**config.mk**
```make
export PLATFORM = sky130hd
export DESIGN_NAME = twl_front
export DESIGN_NICKNAME = d
export VERILOG_FILES = /design/src/hdl/twl_pkg.sv /design/src/hdl/twl_front.sv
export SDC_FILE = /design/constraint.sdc
export NUM_CORES = 2
export LEC_CHECK = 0
export BUFFER_PORTS_ARGS = -buffer_cell sky130_fd_sc_hd__buf_2
export CAP_MARGIN = 20
export CORE_MARGIN = 3
export CORE_UTILIZATION = 50
export DETAILED_ROUTE_END_ITERATION = 10
export GPL_TIMING_DRIVEN = 0
export PLACE_DENSITY = 0.71
export SLEW_MARGIN = 20
export SYNTH_ARGS = -nofsm -noshare
export SYNTH_HDL_FRONTEND = slang
export SYNTH_SLANG_ARGS = --single-unit
```
**constraint.sdc**
```tcl
create_clock -name clk -period 13.5 [get_ports clk]
set_input_delay 1.35 -clock clk [delete_from_list [all_inputs] [get_ports clk]]
set_output_delay 1.35 -clock clk [all_outputs]
set_load 0.005 [all_outputs]
```
**src/hdl/twl_pkg.sv**
```systemverilog
// Shared types, constants and helper functions of the twist acceleration window limiter.
package twl_pkg;

  // Velocity format: signed fixed point, FRAC_BITS of VEL_BITS bits fractional.
  localparam int VEL_BITS  = 24;
  localparam int FRAC_BITS = 16;
  localparam int STEP_BITS = VEL_BITS - 1;
  localparam int NAX       = 3;
  // Delta width, numerator / remainder width, quotient width, factor width.
  localparam int DW = VEL_BITS + 1;
  localparam int NW = VEL_BITS + 2;
  localparam int QW = FRAC_BITS + 1;
  localparam int FW = FRAC_BITS + 3;
  // Width of the final sum before saturation.
  localparam int SW = VEL_BITS + 4;

  localparam logic signed [FW-1:0] F_ONE  = FW'(1) << FRAC_BITS;
  localparam logic signed [FW-1:0] F_NEG2 = -(F_ONE + F_ONE);

  localparam logic signed [SW-1:0] VEL_MAX = SW'((64'd1 << (VEL_BITS - 1)) - 64'd1);
  localparam logic signed [SW-1:0] VEL_MIN = -VEL_MAX - SW'(1);

  typedef logic signed [VEL_BITS-1:0] vel_t;

  // Configuration register indexes.
  typedef enum logic [1:0] {
    REG_STEP_X    = 2'd0,
    REG_STEP_Y    = 2'd1,
    REG_STEP_TURN = 2'd2,
    REG_PROP_MODE = 2'd3
  } cfg_reg_t;

  // How one axis enters the factor minimum.
  typedef enum logic [1:0] {
    DIV_NORMAL = 2'd0,
    DIV_SAT_HI = 2'd1,
    DIV_SAT_LO = 2'd2,
    DIV_SKIP   = 2'd3
  } div_class_t;

  typedef struct packed {
    logic [NAX-1:0][STEP_BITS-1:0] step;
    logic                          prop;
  } cfg_t;

  typedef struct packed {
    vel_t now_x;
    vel_t now_y;
    vel_t now_turn;
    vel_t want_x;
    vel_t want_y;
    vel_t want_turn;
    vel_t floor_x;
    vel_t floor_y;
    vel_t floor_turn;
    vel_t ceil_x;
    vel_t ceil_y;
    vel_t ceil_turn;
  } in_item_t;

  typedef struct packed {
    vel_t out_x;
    vel_t out_y;
    vel_t out_turn;
    logic was_changed;
  } out_item_t;

  // One axis after classification.
  typedef struct packed {
    vel_t                 now;
    vel_t                 want;
    logic signed [DW-1:0] delta;
    vel_t                 clip;
    div_class_t           cls;
    logic                 neg;
    logic [NW-1:0]        num_mag;
    logic [DW-1:0]        den;
  } lane_job_t;

  typedef struct packed {
    logic                     prop;
    lane_job_t [NAX-1:0]      lane;
  } job_t;

  // Factor of one axis from its class, sign and quotient.
  function automatic logic signed [FW-1:0] factor_of(div_class_t cls, logic neg,
                                                     logic [QW-1:0] quo);
    logic signed [FW-1:0] mag;
    logic signed [FW-1:0] f;
    mag = $signed(FW'(quo));
    unique case (cls)
      DIV_NORMAL: f = neg ? -mag : mag;
      DIV_SAT_LO: f = F_NEG2;
      DIV_SAT_HI: f = F_ONE;
      DIV_SKIP:   f = F_ONE;
      default:    f = F_ONE;
    endcase
    return f;
  endfunction

  // Saturate a wide sum to the velocity range.
  function automatic vel_t sat_vel(logic signed [SW-1:0] v);
    logic signed [SW-1:0] s;
    s = v;
    if (v > VEL_MAX) s = VEL_MAX;
    if (v < VEL_MIN) s = VEL_MIN;
    return s[VEL_BITS-1:0];
  endfunction

endpackage

```
**src/hdl/twl_front.sv**
```systemverilog
// Front part: accepts items, forms the axis windows and classifies each axis.
module twl_front (
  input  logic              clk,
  input  logic              rst_n,
  input  logic              in_push,
  input  twl_pkg::in_item_t in_item,
  output logic              in_full,
  input  twl_pkg::cfg_t     cfg,
  input  logic              q_full,
  output logic              q_push,
  output twl_pkg::job_t     q_job
);

  localparam int NW = twl_pkg::NW;
  localparam int DW = twl_pkg::DW;

  logic          f_v_r;
  twl_pkg::job_t f_job_r;
  twl_pkg::job_t job_nxt;
  logic          adv;

  twl_pkg::vel_t now_a   [twl_pkg::NAX];
  twl_pkg::vel_t want_a  [twl_pkg::NAX];
  twl_pkg::vel_t floor_a [twl_pkg::NAX];
  twl_pkg::vel_t ceil_a  [twl_pkg::NAX];

  assign now_a   = '{in_item.now_x,   in_item.now_y,   in_item.now_turn};
  assign want_a  = '{in_item.want_x,  in_item.want_y,  in_item.want_turn};
  assign floor_a = '{in_item.floor_x, in_item.floor_y, in_item.floor_turn};
  assign ceil_a  = '{in_item.ceil_x,  in_item.ceil_y,  in_item.ceil_turn};

  // Window, clip result and division operands of each axis.
  always_comb begin
    logic signed [NW-1:0] nw, ww, fl, cl, st, lo, hi, t, clip, num;
    logic signed [DW-1:0] dl;
    logic [DW-1:0]        den;
    logic signed [NW:0]   numx, denx;
    job_nxt = '0;
    job_nxt.prop = cfg.prop;
    for (int k = 0; k < twl_pkg::NAX; k++) begin
      nw = NW'(now_a[k]);
      ww = NW'(want_a[k]);
      fl = NW'(floor_a[k]);
      cl = NW'(ceil_a[k]);
      st = $signed(NW'(cfg.step[k]));
      lo = (fl > nw - st) ? fl : nw - st;
      hi = (cl < nw + st) ? cl : nw + st;
      t    = (ww > lo) ? ww : lo;
      clip = (t < hi) ? t : hi;
      dl = DW'(want_a[k]) - DW'(now_a[k]);
      if (dl > 0) begin
        num = hi - nw;
        den = dl;
      end else begin
        num = nw - lo;
        den = -dl;
      end
      numx = (NW+1)'(num);
      denx = $signed({2'b00, den});
      job_nxt.lane[k].now     = now_a[k];
      job_nxt.lane[k].want    = want_a[k];
      job_nxt.lane[k].delta   = dl;
      job_nxt.lane[k].clip    = clip[twl_pkg::VEL_BITS-1:0];
      job_nxt.lane[k].neg     = num < 0;
      job_nxt.lane[k].num_mag = (num < 0) ? -num : num;
      job_nxt.lane[k].den     = den;
      if (dl == 0) begin
        job_nxt.lane[k].cls = twl_pkg::DIV_SKIP;
      end else if (numx >= denx) begin
        job_nxt.lane[k].cls = twl_pkg::DIV_SAT_HI;
      end else if (numx <= -(denx + denx)) begin
        job_nxt.lane[k].cls = twl_pkg::DIV_SAT_LO;
      end else begin
        job_nxt.lane[k].cls = twl_pkg::DIV_NORMAL;
      end
    end
  end

  // The front register moves on whenever the queue can take its item.
  assign adv     = !f_v_r || !q_full;
  assign in_full = !adv;
  assign q_push  = f_v_r && !q_full;
  assign q_job   = f_job_r;

  always_ff @(posedge clk) begin
    if (!rst_n) begin
      f_v_r <= 1'b0;
    end else if (adv) begin
      f_v_r <= in_push;
    end
  end

  always_ff @(posedge clk) begin
    if (adv) begin
      f_job_r <= job_nxt;
    end
  end

endmodule

```
==> metrics.txt <==
outcome complete, no violations; NumNets Final 7921; arrival time worst endpoint 13.33 ns; Max rail drop VDD 0.0001143 V; count of nets left with antenna violations after detail routing 0; Sink Count 452; clock insertion delay at the later pin of the skew report 0.66 ns; number of antenna violations at the first check in global routing 45; Wirelength per Cell 23.56 um; actual transition at the worst max-transition pin 1.131 ns; average vias per placed instance 5.933; final number of hold-violating endpoints 0; worst-case reg-to-reg path depth 5; die height 326.0 um; total congestion overflow 0; R2R Path End q_job[442]; worst slew margin relative to its limit 23.78%; cell type of the slowest stage on the worst timing path or4b_1; P per Cell Area 176.1 nW/um^2; CP delay by family, top compound AO/OA/AOI/OAI gates; reg-to-reg slack, setup 11.28 ns; CTS Root Buffer Type clkbuf_16; number of violations of the max-capacitance limit 0; XOR/XNOR share of the synthesized area 8.334%; launch point of the worst path in_item[270]; TritonCTS Buffers 55; clock transition at the registers of the reported paths 0.06 ns; number of design rule violations left after detail routing 0; data required time at the worst endpoint 13.89 ns; mean instance size in the synthesized netlist 8.710 um^2; Core Area 100900 um^2; count of synthesis-stage warnings from yosys 0; share of cell area taken by muxes after synthesis 4.468%; worst hold slack across all endpoints 0.6930 ns; number of buffer and inverter instances along the worst setup path 8; total wirelength of the detailed-routed design 193100 um; path class of the lowest-slack min-delay path reg2reg; DP Cell Count 8061; worst-case clock buffer depth 3; number of optimization iterations in the first detailed-route pass 6; Cell Area, Synth 51200 um^2; Final TNS setup 0 ns; final setup vio count 0; number of design-rule violations left by the first detailed-router iteration 4127; weighted congestion at the end of routability-driven global placement 0.9934; count of buffers inserted at the top-level ports 816; Distinct cells, synth 109; critical path's largest stage delay 0.47 ns; Static Leakage 27.74 nW; post-synthesis share of cell area spent on full adders, half adders and majority gates 20.06%; sequential share of the synthesized area 26.49%; die outline area 106300 um^2; number of flip-flops and latches in the synthesized netlist 452; final critical-path required period 12.94 ns; CTS H-tree lvls 2; Synth async-reset ratio 0%; Initial Util 50.75%; global-route wire length before repair 282100 um; width of the die 326.0 um; Most Frequent Cell on Critical Path ha_1; worst setup path endpoint q_job[70]; type of element capturing the critical path flop; post-route clock period utilization 95.85%; skew final 0.01220 ns; site row count 116; simple-gate portion of the synthesized area 15.45%; maximum number of pins on one net before global-route repair 60; share of cells above drive strength 1 17.10%; maximum fanout count along the critical path 10; post-route total power 10.49 mW; Mapped Nets 7038; Tot GR Track Use 34.79%; reg2reg start f_v_r; number of top-level pins 818; most used flip-flop cell after synthesis edfxtp_1; TritonCTS clock tree done; number of pins with negative max-slew slack in the final report 0; Via Count 48626; number of enable-type register cells in the synthesized netlist 451; cell count after synthesis 5878; P&R area growth vs syn 16.41%; largest family of logic cells by synthesized area adder cells; maximum clock frequency 77.28 MHz; via count of the first global-routing pass 46193; Layout Cells excl Fill 8196; number of cells on the critical path 47; Setup CP Type in2reg; post-synthesis compound-gate area fraction 19.43%; DP HPWL 163000 um; crit path launch type input port
-- state kept, by name, summed over array words and instances (netlist names) --
name / cells
q_job: 451
f_v_r: 1
-- stage by stage --
stage	cell area [um^2]	util (%)	worst slack, ns
floorplan	51200	-	0.5805
global placement	56980	56.48	-3.946
detailed placement	57260	56.77	-1.577
CTS	59210	58.70	0.009515
global route	59570	59.06	-0.003855
finish	59600	59.08	0.5604
-- logic make-up after synthesis --
logic type,count (synthesis)
buffers and inverters,774
and+or+nand+nor,1599
xor gates and xnor gates,484
DFF,452
AOI/OAI and AO/OA,1537
adders and majority gates,815
muxes,217
-- report_power, final --
group / internal [mW] / switching (mW)
combinational: 2.67 / 3.98
clock: 0.904 / 0.650
sequential: 2.12 / 0.166
-- final cells by class --
cell class                 count  area (um^2)
clock buffer                  71         1456
buffer                       135        610.6
fill                        9200        41270
tap                         1357         1698
inverter                     636         2391
sequential                   452        13560
clock inverter                32        395.4
timing repair buffer         829         4353
multi-input combinational   4652        35050
antenna                       32        80.08
-- Yosys cell counts (38+ instances only) --
master / number / area (um^2)
nor2b_1: 112 / 700.7
edfxtp_1: 451 / 13540
a31oi_1: 54 / 337.8
nand2_1: 320 / 1201
xor2_1: 126 / 1104
nor2_1: 459 / 1723
xnor2_1: 356 / 3118
or3_1: 55 / 344.1
a21o_1: 154 / 1156
and3_1: 40 / 250.2
o31ai_1: 47 / 352.8
a211oi_1: 38 / 285.3
ha_1: 783 / 9797
o21a_1: 137 / 1028
nand2b_1: 102 / 638.1
mux2i_1: 131 / 1311
a21oi_1: 479 / 2397
clkbuf_1: 101 / 379.1
nand3_1: 114 / 570.6
nor3_1: 147 / 735.7
mux2_2: 83 / 934.7
o21bai_1: 46 / 345.3
nand4_1: 83 / 519.3
o21ai_0: 298 / 1491
inv_1: 636 / 2387
-- worst min path at each step --
stage / startpoint / end / slack [ns] / cells past startpoint
6_report: f_v_r / q_job[172] / 0.69 / 1
3_5_place_dp: f_v_r / q_job[274] / 0.69 / 1
4_1_cts: f_v_r / q_job[274] / 0.70 / 1
5_1_grt: f_v_r / q_job[274] / 0.73 / 1
2_1_floorplan: in_item[192] / q_job[103] / 1.45 / 0
3_3_place_gp: cfg[0] / q_job[453] / 1.53 / 1
-- timing repair --
item | in CTS | in global routing
gates cloned | 0 | 0
setup buffers | 0 | 3
hold buffers | 0 | 0
endpoints found under the setup margin | 71 | 77
pin swaps | 0 | 3
hold endpoints to repair | 0 | 0
gates resized for setup | 25 | 100
-- routing by layer --
metal | vias up | GRT usage [%] | share of wire [%]
li1 | 23078 | - | -
met1 | 22933 | 43.87 | 40
met2 | 2172 | 57.00 | 46
met3 | 429 | 6.913 | 8.6
met4 | 14 | 16.70 | 5.3
met5 | - | 0 | 0.049
-- cell usage in the layout (no fill, tap or decap), drive strengths merged, types with 83 or more instances in the layout --
cell / count
mux2: 83
buf: 863
xnor2: 356
nor2b: 113
ha: 783
xor2: 126
nor2: 460
mux2i: 134
nor3: 147
inv: 643
o21a: 137
a21o: 154
nand4: 83
o21ai: 302
clkbuf: 172
nand3: 115
a21oi: 480
edfxtp: 451
nand2b: 102
nand2: 320
Note: power is estimated with default switching activity, not from simulation.
