==> config.mk <==
export PLATFORM = sky130hd
export DESIGN_NAME = twl_queue
export DESIGN_NICKNAME = d
export VERILOG_FILES = /design/src/hdl/twl_pkg.sv /design/src/hdl/twl_queue.sv
export SDC_FILE = /design/constraint.sdc
export NUM_CORES = 1
export LEC_CHECK = 0
export ABC_AREA = 1
export ABC_CLOCK_PERIOD_IN_PS = 26100
export BUFFER_PORTS_ARGS = -buffer_cell sky130_fd_sc_hd__buf_2
export CELL_PAD_IN_SITES_DETAIL_PLACEMENT = 1
export CELL_PAD_IN_SITES_GLOBAL_PLACEMENT = 1
export CORE_AREA = 3 3 351 353
export CTS_CLUSTER_DIAMETER = 100
export CTS_CLUSTER_SIZE = 30
export DETAILED_ROUTE_END_ITERATION = 8
export DIE_AREA = 0 0 354 356
export GPL_TIMING_DRIVEN = 0
export PLACE_DENSITY = 0.61
export RECOVER_POWER = 50
export SETUP_SLACK_MARGIN = 0.02
export SLEW_MARGIN = 20
export SYNTH_ARGS = -nofsm -noshare
export SYNTH_HDL_FRONTEND = slang
export SYNTH_SLANG_ARGS = --single-unit
==> constraint.sdc <==
create_clock -name clk -period 26.1 [get_ports clk]
set_input_delay 1.305 -clock clk [delete_from_list [all_inputs] [get_ports clk]]
set_output_delay 1.305 -clock clk [all_outputs]
set_load 0.03 [all_outputs]
==> src/hdl/twl_pkg.sv <==
// Shared types, constants and helper functions of the twist acceleration window limiter.
package twl_pkg;

  // Velocity format: signed fixed point, FRAC_BITS of VEL_BITS bits fractional.
  localparam int VEL_BITS  = 24;
  localparam int FRAC_BITS = 16;
  localparam int STEP_BITS = VEL_BITS - 1;
  localparam int NAX       = 3;
  // Delta width, numerator / remainder width, quotient width, factor width.
  localparam int DW = VEL_BITS + 1;
  localparam int NW = VEL_BITS + 2;
  localparam int QW = FRAC_BITS + 1;
  localparam int FW = FRAC_BITS + 3;
  // Width of the final sum before saturation.
  localparam int SW = VEL_BITS + 4;

  localparam logic signed [FW-1:0] F_ONE  = FW'(1) << FRAC_BITS;
  localparam logic signed [FW-1:0] F_NEG2 = -(F_ONE + F_ONE);

  localparam logic signed [SW-1:0] VEL_MAX = SW'((64'd1 << (VEL_BITS - 1)) - 64'd1);
  localparam logic signed [SW-1:0] VEL_MIN = -VEL_MAX - SW'(1);

  typedef logic signed [VEL_BITS-1:0] vel_t;

  // Configuration register indexes.
  typedef enum logic [1:0] {
    REG_STEP_X    = 2'd0,
    REG_STEP_Y    = 2'd1,
    REG_STEP_TURN = 2'd2,
    REG_PROP_MODE = 2'd3
  } cfg_reg_t;

  // How one axis enters the factor minimum.
  typedef enum logic [1:0] {
    DIV_NORMAL = 2'd0,
    DIV_SAT_HI = 2'd1,
    DIV_SAT_LO = 2'd2,
    DIV_SKIP   = 2'd3
  } div_class_t;

  typedef struct packed {
    logic [NAX-1:0][STEP_BITS-1:0] step;
    logic                          prop;
  } cfg_t;

  typedef struct packed {
    vel_t now_x;
    vel_t now_y;
    vel_t now_turn;
    vel_t want_x;
    vel_t want_y;
    vel_t want_turn;
    vel_t floor_x;
    vel_t floor_y;
    vel_t floor_turn;
    vel_t ceil_x;
    vel_t ceil_y;
    vel_t ceil_turn;
  } in_item_t;

  typedef struct packed {
    vel_t out_x;
    vel_t out_y;
    vel_t out_turn;
    logic was_changed;
  } out_item_t;

  // One axis after classification.
  typedef struct packed {
    vel_t                 now;
    vel_t                 want;
    logic signed [DW-1:0] delta;
    vel_t                 clip;
    div_class_t           cls;
    logic                 neg;
    logic [NW-1:0]        num_mag;
    logic [DW-1:0]        den;
  } lane_job_t;

  typedef struct packed {
    logic                     prop;
    lane_job_t [NAX-1:0]      lane;
  } job_t;

  // Factor of one axis from its class, sign and quotient.
  function automatic logic signed [FW-1:0] factor_of(div_class_t cls, logic neg,
                                                     logic [QW-1:0] quo);
    logic signed [FW-1:0] mag;
    logic signed [FW-1:0] f;
    mag = $signed(FW'(quo));
    unique case (cls)
      DIV_NORMAL: f = neg ? -mag : mag;
      DIV_SAT_LO: f = F_NEG2;
      DIV_SAT_HI: f = F_ONE;
      DIV_SKIP:   f = F_ONE;
      default:    f = F_ONE;
    endcase
    return f;
  endfunction

  // Saturate a wide sum to the velocity range.
  function automatic vel_t sat_vel(logic signed [SW-1:0] v);
    logic signed [SW-1:0] s;
    s = v;
    if (v > VEL_MAX) s = VEL_MAX;
    if (v < VEL_MIN) s = VEL_MIN;
    return s[VEL_BITS-1:0];
  endfunction

endpackage

==> src/hdl/twl_queue.sv <==
// Two-entry queue of classified items between the front and back parts.
module twl_queue (
  input  logic          clk,
  input  logic          rst_n,
  input  logic          push,
  input  twl_pkg::job_t push_job,
  output logic          full,
  input  logic          pop,
  output twl_pkg::job_t pop_job,
  output logic          empty
);

  twl_pkg::job_t mem_r [2];
  logic          wr_ptr_r;
  logic          rd_ptr_r;
  logic [1:0]    cnt_r;

  assign full    = cnt_r == 2'd2;
  assign empty   = cnt_r == 2'd0;
  assign pop_job = mem_r[rd_ptr_r];

  // Pointers and fill count.
  always_ff @(posedge clk) begin
    if (!rst_n) begin
      wr_ptr_r <= 1'b0;
      rd_ptr_r <= 1'b0;
      cnt_r    <= 2'd0;
    end else begin
      if (push) wr_ptr_r <= !wr_ptr_r;
      if (pop)  rd_ptr_r <= !rd_ptr_r;
      cnt_r <= cnt_r + 2'(push) - 2'(pop);
    end
  end

  always_ff @(posedge clk) begin
    if (push) begin
      mem_r[wr_ptr_r] <= push_job;
    end
  end

endmodule

==> results of run 1 <==
-- worst max path at each step --
stage,start,to,slack [ns],depth (start not counted)
after floorplan,push,mem_r[0][0],4.51,2
after global placement,push,mem_r[0][33],-6.50,3
after detailed placement,push,mem_r[0][55],22.56,9
after CTS,flop,pop_job[285],22.02,5
final,push,mem_r[1][83],19.40,4
after global routing,push,mem_r[1][331],18.73,4
-- worst max-delay path: cells and delay by family --
kind / cells / cell delay [ns]
buf+inv: 3 / 5.16
simple gates: 1 / 0.12
-- cell families (layout without fill, tap and decap cells) --
| family | count (synthesis) | after routing | share of synthesized area (%) |
|---|---|---|---|
| compound gates | 1 | 1 | 0.0151 |
| fa+ha+maj | 2 | 2 | 0.0753 |
| buf+inv | 58 | 1054 | 1.22 |
| flops | 913 | 913 | 82.4 |
| mux | 454 | 454 | 16.1 |
| other cells | 0 | 22 | 0 |
| simple gates | 18 | 18 | 0.207 |
-- registers in the layout (all words and copies together), names as in the netlist, named ones only --
register,flops
cnt_r,2
wr_ptr_r,1
mem_r,908
rd_ptr_r,1
-- cell type report --
class | instances | area (um^2) | area share (%)
clock inverter | 11 | 201 | 0.489
antenna | 22 | 55.1 | 0.134
clock buffer | 46 | 1040 | 2.53
timing repair buffer | 939 | 4690 | 11.4
inverter | 7 | 27.5 | 0.0668
buffer | 51 | 380 | 0.923
multi-input combinational | 475 | 5440 | 13.2
sequential | 913 | 27400 | 66.4
tap | 1612 | 2020 | 4.89
-- Yosys cell counts (all sizes together) --
cell,n
edfxtp,908
mux2,454
buf,51
nor2,9
nand2,8
inv,7
dfxtp,5
ha,2
a21oi,1
nand3,1
-- per-layer routing --
metal,routed length (um),vias up,global-route usage (%)
li1,-,7697,-
met1,31600,8702,14.1
met2,50100,611,26.0
met3,7910,144,5.23
met4,2910,18,5.34
met5,119,-,0
-- through the flow --
step           hold WS (ns)  cells  setup slack (ns)  power (mW)
2_1_floorplan         0.463   1446              4.51        2.06
3_3_place_gp          0.509   3971             -6.50        2.24
3_5_place_dp          0.531   3997             22.56        2.19
4_1_cts               0.545   4054             22.02        2.97
5_1_grt               0.570   4072             18.73        3.03
6_report              0.514   4076             19.40        2.91
-- power by group through the flow --
stage	registers, mW	logic, mW	clock network, mW
floorplan	1.79	0.268	0
global placement	1.82	0.421	0
detailed placement	1.75	0.445	0
CTS	1.72	0.447	0.807
global route	1.73	0.455	0.848
finish	1.72	0.428	0.767
==> load_flow_metrics.sql, run 1 <==
INSERT INTO impl_metrics (metric_group, metric, value, unit) VALUES
('worst_setup_path', 'worst_ep_required_time', '26.18', 'ns'),
('pwr', 'clock_power_share', '26.4', '%'),
('placed_design', 'place.gp.congestion', '0.870', ''),
('worst_setup_path', 'setup.worst_path.end_class', 'flop', ''),
('synthesis', 'synthDominantCellAreaShare', '82.1', '%'),
('timing', 'grt_setup_unrepaired', 'false', ''),
('timing', 'finalWorstPathRequiredPeriod', '6.70', 'ns'),
('clock_tree', 'cts_root_buffer', 'clkbuf_16', ''),
('routing', 'dr.first_iter.drc_count', '994', ''),
('pwr', 'power.sequential.fraction', '59.0', '%'),
('synthesis', 'netlist-cell-type-count', '13', ''),
('placed_design', 'dpl.hpwl', '71700', 'um'),
('pwr', 'p_leak', '14.5', 'nW'),
('layout', 'num-nets-final', '2887', ''),
('worst_setup_path', 'cell_chain_of_the_critical_path', 'clkbuf_1 > nand2_1 > clkinvlp_2 > clkbuf_1', ''),
('synthesis', 'synth_top_area_cell', 'edfxtp_1', ''),
('job', 'max_cap_violations', '7', ''),
('routing', 'first_pass_iters', '7', ''),
('worst_setup_path', 'r2r_setup_slack', '19.93', 'ns'),
('global_route', 'grt_first_pass_wirelength', '129000', 'um'),
('clock_tree', 'post_cts_repair_timing_setup_buffer_count', '0', ''),
('routing', 'detailroute.via_count', '17172', ''),
('synthesis', 'synthesis_warning_total', '0', ''),
('worst_setup_path', 'timing_worst_setup_path_type', 'in -> reg', ''),
('clock_tree', 'number_of_sinks_driven_by_the_clock_tree', '913', ''),
('min_path', 'worstHoldPathCells', '2', ''),
('timing', 'final.setup_skew', '0.0211', 'ns'),
('synthesis', 'post_synth_instance_area', '0.0332', 'mm^2'),
('timing', 'relSlewSlack', '-286', '%'),
('outcome', 'failed_checks', 'capacitance limit, slew limit', ''),
('timing', 'min_period_over_period', '25.7', '%'),
('global_route', 'globalRoute.totalOverflow', '0', ''),
('layout', 'final_standard_cell_utilization_of_the_core', '34.3', '%'),
('die', 'die_width', '354', 'um'),
('pwr', 'power.switching', '748', 'uW'),
('layout', 'post_route_cells_drive_above_1_share', '50.1', '%'),
('clock_tree', 'tritoncts', 'built', ''),
('timing', 'slew_viol_final', '368', ''),
('worst_setup_path', 'critPathLaunchType', 'input pin', ''),
('clock_tree', 'postCtsResizedCells', '0', ''),
('layout', 'layout_commonest_cell', 'edfxtp_1', ''),
('die', 'die_area', '0.126', 'mm^2'),
('synthesis', 'synth.top_cells.by_area', 'edfxtp_1 (82%), mux2_2 (13%), mux2_4 (2.7%)', ''),
('global_route', 'tot_gr_track_use', '14.0', '%'),
('worst_setup_path', 'crit-reg2reg-capture', 'mem_r[1][83]', ''),
('die', 'core_region_area', '0.120', 'mm^2'),
('die', 'placementRows', '127', ''),
('worst_setup_path', 'path_common_cell', 'clkbuf_1', ''),
('synthesis', 'flip_flop_and_latch_count_after_synthesis', '913', ''),
('timing', 'finalSetupTns', '0', 'ns'),
('timing', 'worst_slew_pin_slew', '5.79', 'ns'),
('clock_tree', 'tritoncts.num_buffers', '40', ''),
('die', 'y_dimension_of_the_die', '356', 'um'),
('min_path', 'hold_removal_path_class', 'reg -> reg', ''),
('pwr', 'worst_voltage_drop_across_the_vdd_grid', '54.6', 'uV'),
('routing', 'route.detailed.drc', '0', ''),
('min_path', 'worst_min_path_start', 'wr_ptr_r', ''),
('global_route', 'grt_antenna_before_repair', '45', ''),
('worst_setup_path', 'cpPeakStageDelay', '4.06', 'ns'),
('clock_tree', 'ctsHtreeMaxLevel', '2', ''),
('outcome', 'outcome', 'finished, violations left', ''),
('timing', 'achievable-frequency', '149', 'MHz'),
('placed_design', 'placement_cell_area', '0.0404', 'mm^2'),
('placed_design', 'port-buffer-count', '913', ''),
('routing', 'postRouteAntennaNets', '0', ''),
('worst_setup_path', 'crit_path_max_fanout', '98', ''),
('layout', 'syn2layout_area_growth', '24.1', '%'),
('synthesis', 'postSynthNetCount', '1906', ''),
('synthesis', 'syn-mean-instance-area', '23.0', 'um^2'),
('routing', 'routed_wl', '92600', 'um'),
('pwr', 'power.density_cell_area', '70.7', 'mW/mm^2');
(Power assumes the default switching activity.)
==> run 2, diff against run 1 <==
ABC_CLOCK_PERIOD_IN_PS = 6800   (was 26100)
clock period = 6.8 ns   (was 26.1 ns; I/O delays follow)
==> load_flow_metrics.sql, run 2 (synthesis results as in run 1) <==
INSERT INTO impl_metrics (metric_group, metric, value, unit) VALUES
('clock_tree', 'cts_root_buffer', 'clkbuf_16', ''),
('min_path', 'worst_min_path_start', 'push', ''),
('global_route', 'grt_pass1_vias', '21611', ''),
('routing', 'routed_wl', '95800', 'um'),
('layout', 'leading_cell_types_in_the_layout_fill_and_taps_excluded', 'edfxtp_1 (908), buf_2 (546), dlygate4sd3_1 (456)', ''),
('clock_tree', 'tritoncts', 'built', ''),
('clock_tree', 'number_of_sinks_driven_by_the_clock_tree', '913', ''),
('worst_setup_path', 'setup.worst_path.end_class', 'flop', ''),
('clock_tree', 'hold_buffers', '456', ''),
('die', 'top_level_ports', '914', ''),
('layout', 'final_standard_cell_utilization_of_the_core', '38.1', '%'),
('die', 'die_area', '0.126', 'mm^2'),
('placed_design', 'placement_cell_area', '0.0407', 'mm^2'),
('global_route', 'grt_first_pass_wirelength', '138000', 'um'),
('clock_tree', 'tritoncts.num_buffers', '38', ''),
('timing', 'final.setup_skew', '0.0296', 'ns'),
('timing', 'min_period_over_period', '64.2', '%'),
('clock_tree', 'clk_pin_slew_worst_paths', '0.10', 'ns'),
('global_route', 'grt_antenna_before_repair', '10', ''),
('routing', 'detail_route.vias_per_cell', '4.22', ''),
('worst_setup_path', 'crit_path_max_fanout', '24', ''),
('die', 'y_dimension_of_the_die', '356', 'um'),
('global_route', 'tot_gr_track_use', '14.5', '%'),
('global_route', 'grt_max_degree', '34', ''),
('timing', 'achievable-frequency', '229', 'MHz'),
('min_path', 'hold_removal_path_class', 'in -> reg', ''),
('die', 'die_width', '354', 'um'),
('layout', 'syn2layout_area_growth', '37.8', '%'),
('routing', 'postRouteAntennaNets', '0', ''),
('routing', 'first_pass_iters', '6', ''),
('global_route', 'globalRoute.totalOverflow', '0', ''),
('clock_tree', 'postCtsResizedCells', '0', ''),
('timing', 'hold_ws', '0.0898', 'ns'),
('worst_setup_path', 'worst_ep_required_time', '7.12', 'ns'),
('clock_tree', 'ctsHtreeMaxLevel', '2', ''),
('layout', 'largest_register_ff_count', '908', ''),
('routing', 'post_drt_wl_per_cell', '21.2', 'um'),
('layout', 'post_route_cells_drive_above_1_share', '38.8', '%'),
('timing', 'finalWorstPathRequiredPeriod', '4.36', 'ns'),
('worst_setup_path', 'timing_worst_setup_path_type', 'reg -> reg', ''),
('clock_tree', 'clock_tree.buffer_depth', '3', ''),
('clock_tree', 'clkLatencyLatePin', '0.60', 'ns'),
('timing', 'relSlewSlack', '-25.1', '%'),
('timing', 'timing.final.hold_violations', '0', ''),
('placed_design', 'port-buffer-count', '913', ''),
('worst_setup_path', 'crit-reg2reg-launch', 'wr_ptr_r', ''),
('timing', 'grt_setup_unrepaired', 'false', ''),
('layout', 'regs_by_ff_count', 'mem_r (908), cnt_r (2)', ''),
('outcome', 'outcome', 'finished, violations left', ''),
('die', 'placementRows', '127', ''),
('pwr', 'worst_voltage_drop_across_the_vdd_grid', '209', 'uV'),
('timing', 'worst_slew_pin_slew', '1.88', 'ns'),
('die', 'starting_density_of_the_core', '27.6', '%'),
('clock_tree', 'post_cts_repair_timing_setup_buffer_count', '0', ''),
('worst_setup_path', 'critical_path_arrival', '4.69', 'ns'),
('worst_setup_path', 'setup.worst_path.start', 'wr_ptr_r', ''),
('worst_setup_path', 'critPathLaunchType', 'flop', ''),
('timing', 'slew_viol_final', '109', ''),
('timing', 'timing.final.setup_violations', '0', ''),
('pwr', 'p_leak', '16.2', 'nW'),
('job', 'max_cap_violations', '4', ''),
('routing', 'dr.first_iter.drc_count', '1073', ''),
('layout', 'layout_commonest_cell', 'edfxtp_1', ''),
('placed_design', 'dpl.hpwl', '70000', 'um'),
('routing', 'detailroute.via_count', '19075', ''),
('outcome', 'failed_checks', 'capacitance limit, slew limit', ''),
('routing', 'route.detailed.drc', '0', ''),
('placed_design', 'place.gp.congestion', '0.854', ''),
('layout', 'num-nets-final', '3353', ''),
('die', 'core_region_area', '0.120', 'mm^2'),
('pwr', 'power.density_cell_area', '247', 'mW/mm^2'),
('layout', 'registers.top_by_ff_count', 'mem_r', ''),
('layout', 'final_design_area_no_fill', '0.0458', 'mm^2');
==> run 2: report_power, final <==
part,switching (mW),internal (mW),total (mW)
Clock,1.68,1.14,2.82
Sequential,0.0670,6.51,6.58
Combinational,1.16,0.734,1.90
Total,2.91,8.39,11.3
==> run 2: worst paths after layout <==
path | endpoint | slack [ns] | cells past startpoint
worst min-delay path | wr_ptr_r | 0.09 | 3
worst min register to register | flop | 0.52 | 2
worst max register to register | mem_r[0][349] | 2.44 | 8
worst max-delay path | mem_r[0][349] | 2.44 | 8
==> run 2: layout make-up <==
cell class,count,area [um^2]
plain buffers,51,380
well taps,1612,2020
diodes,6,15.0
flip-flops and latches,913,27400
fillers,12382,74400
repair buffers,1407,9380
clock inverters,8,148
inverters,7,40.0
multi-input cells,475,5440
clock buffers,39,976
==> run 2: per-stage QoR <==
stage | cells | TNS [ns] | setup WS, ns | power (mW)
2_1_floorplan | 1446 | -678.50 | -0.821 | 7.79
6_report | 4518 | 0 | 2.44 | 11.3
4_1_cts | 4512 | 0 | 3.42 | 11.5
3_5_place_dp | 4009 | 0 | 3.65 | 8.44
3_3_place_gp | 3971 | -4144.54 | -4.91 | 8.42
5_1_grt | 4517 | 0 | 2.08 | 11.7
==> run 2: routing by layer <==
metal / GRT usage [%] / vias up / wire length [um]
met5: 0 / - / 39
met4: 5.42 / 6 / 3540
met3: 3.78 / 154 / 6140
met2: 27.6 / 664 / 51900
met1: 15.3 / 9657 / 34200
li1: - / 8594 / -
==> run 2: critical path: stages (launching register included) <==
cell	delay [ns]
dfxtp_1	0.33
nor2_1	0.91
clkbuf_1	0.70
clkbuf_1	0.95
buf_12	0.29
buf_12	0.21
buf_12	0.21
buf_12	0.22
buf_16	0.19
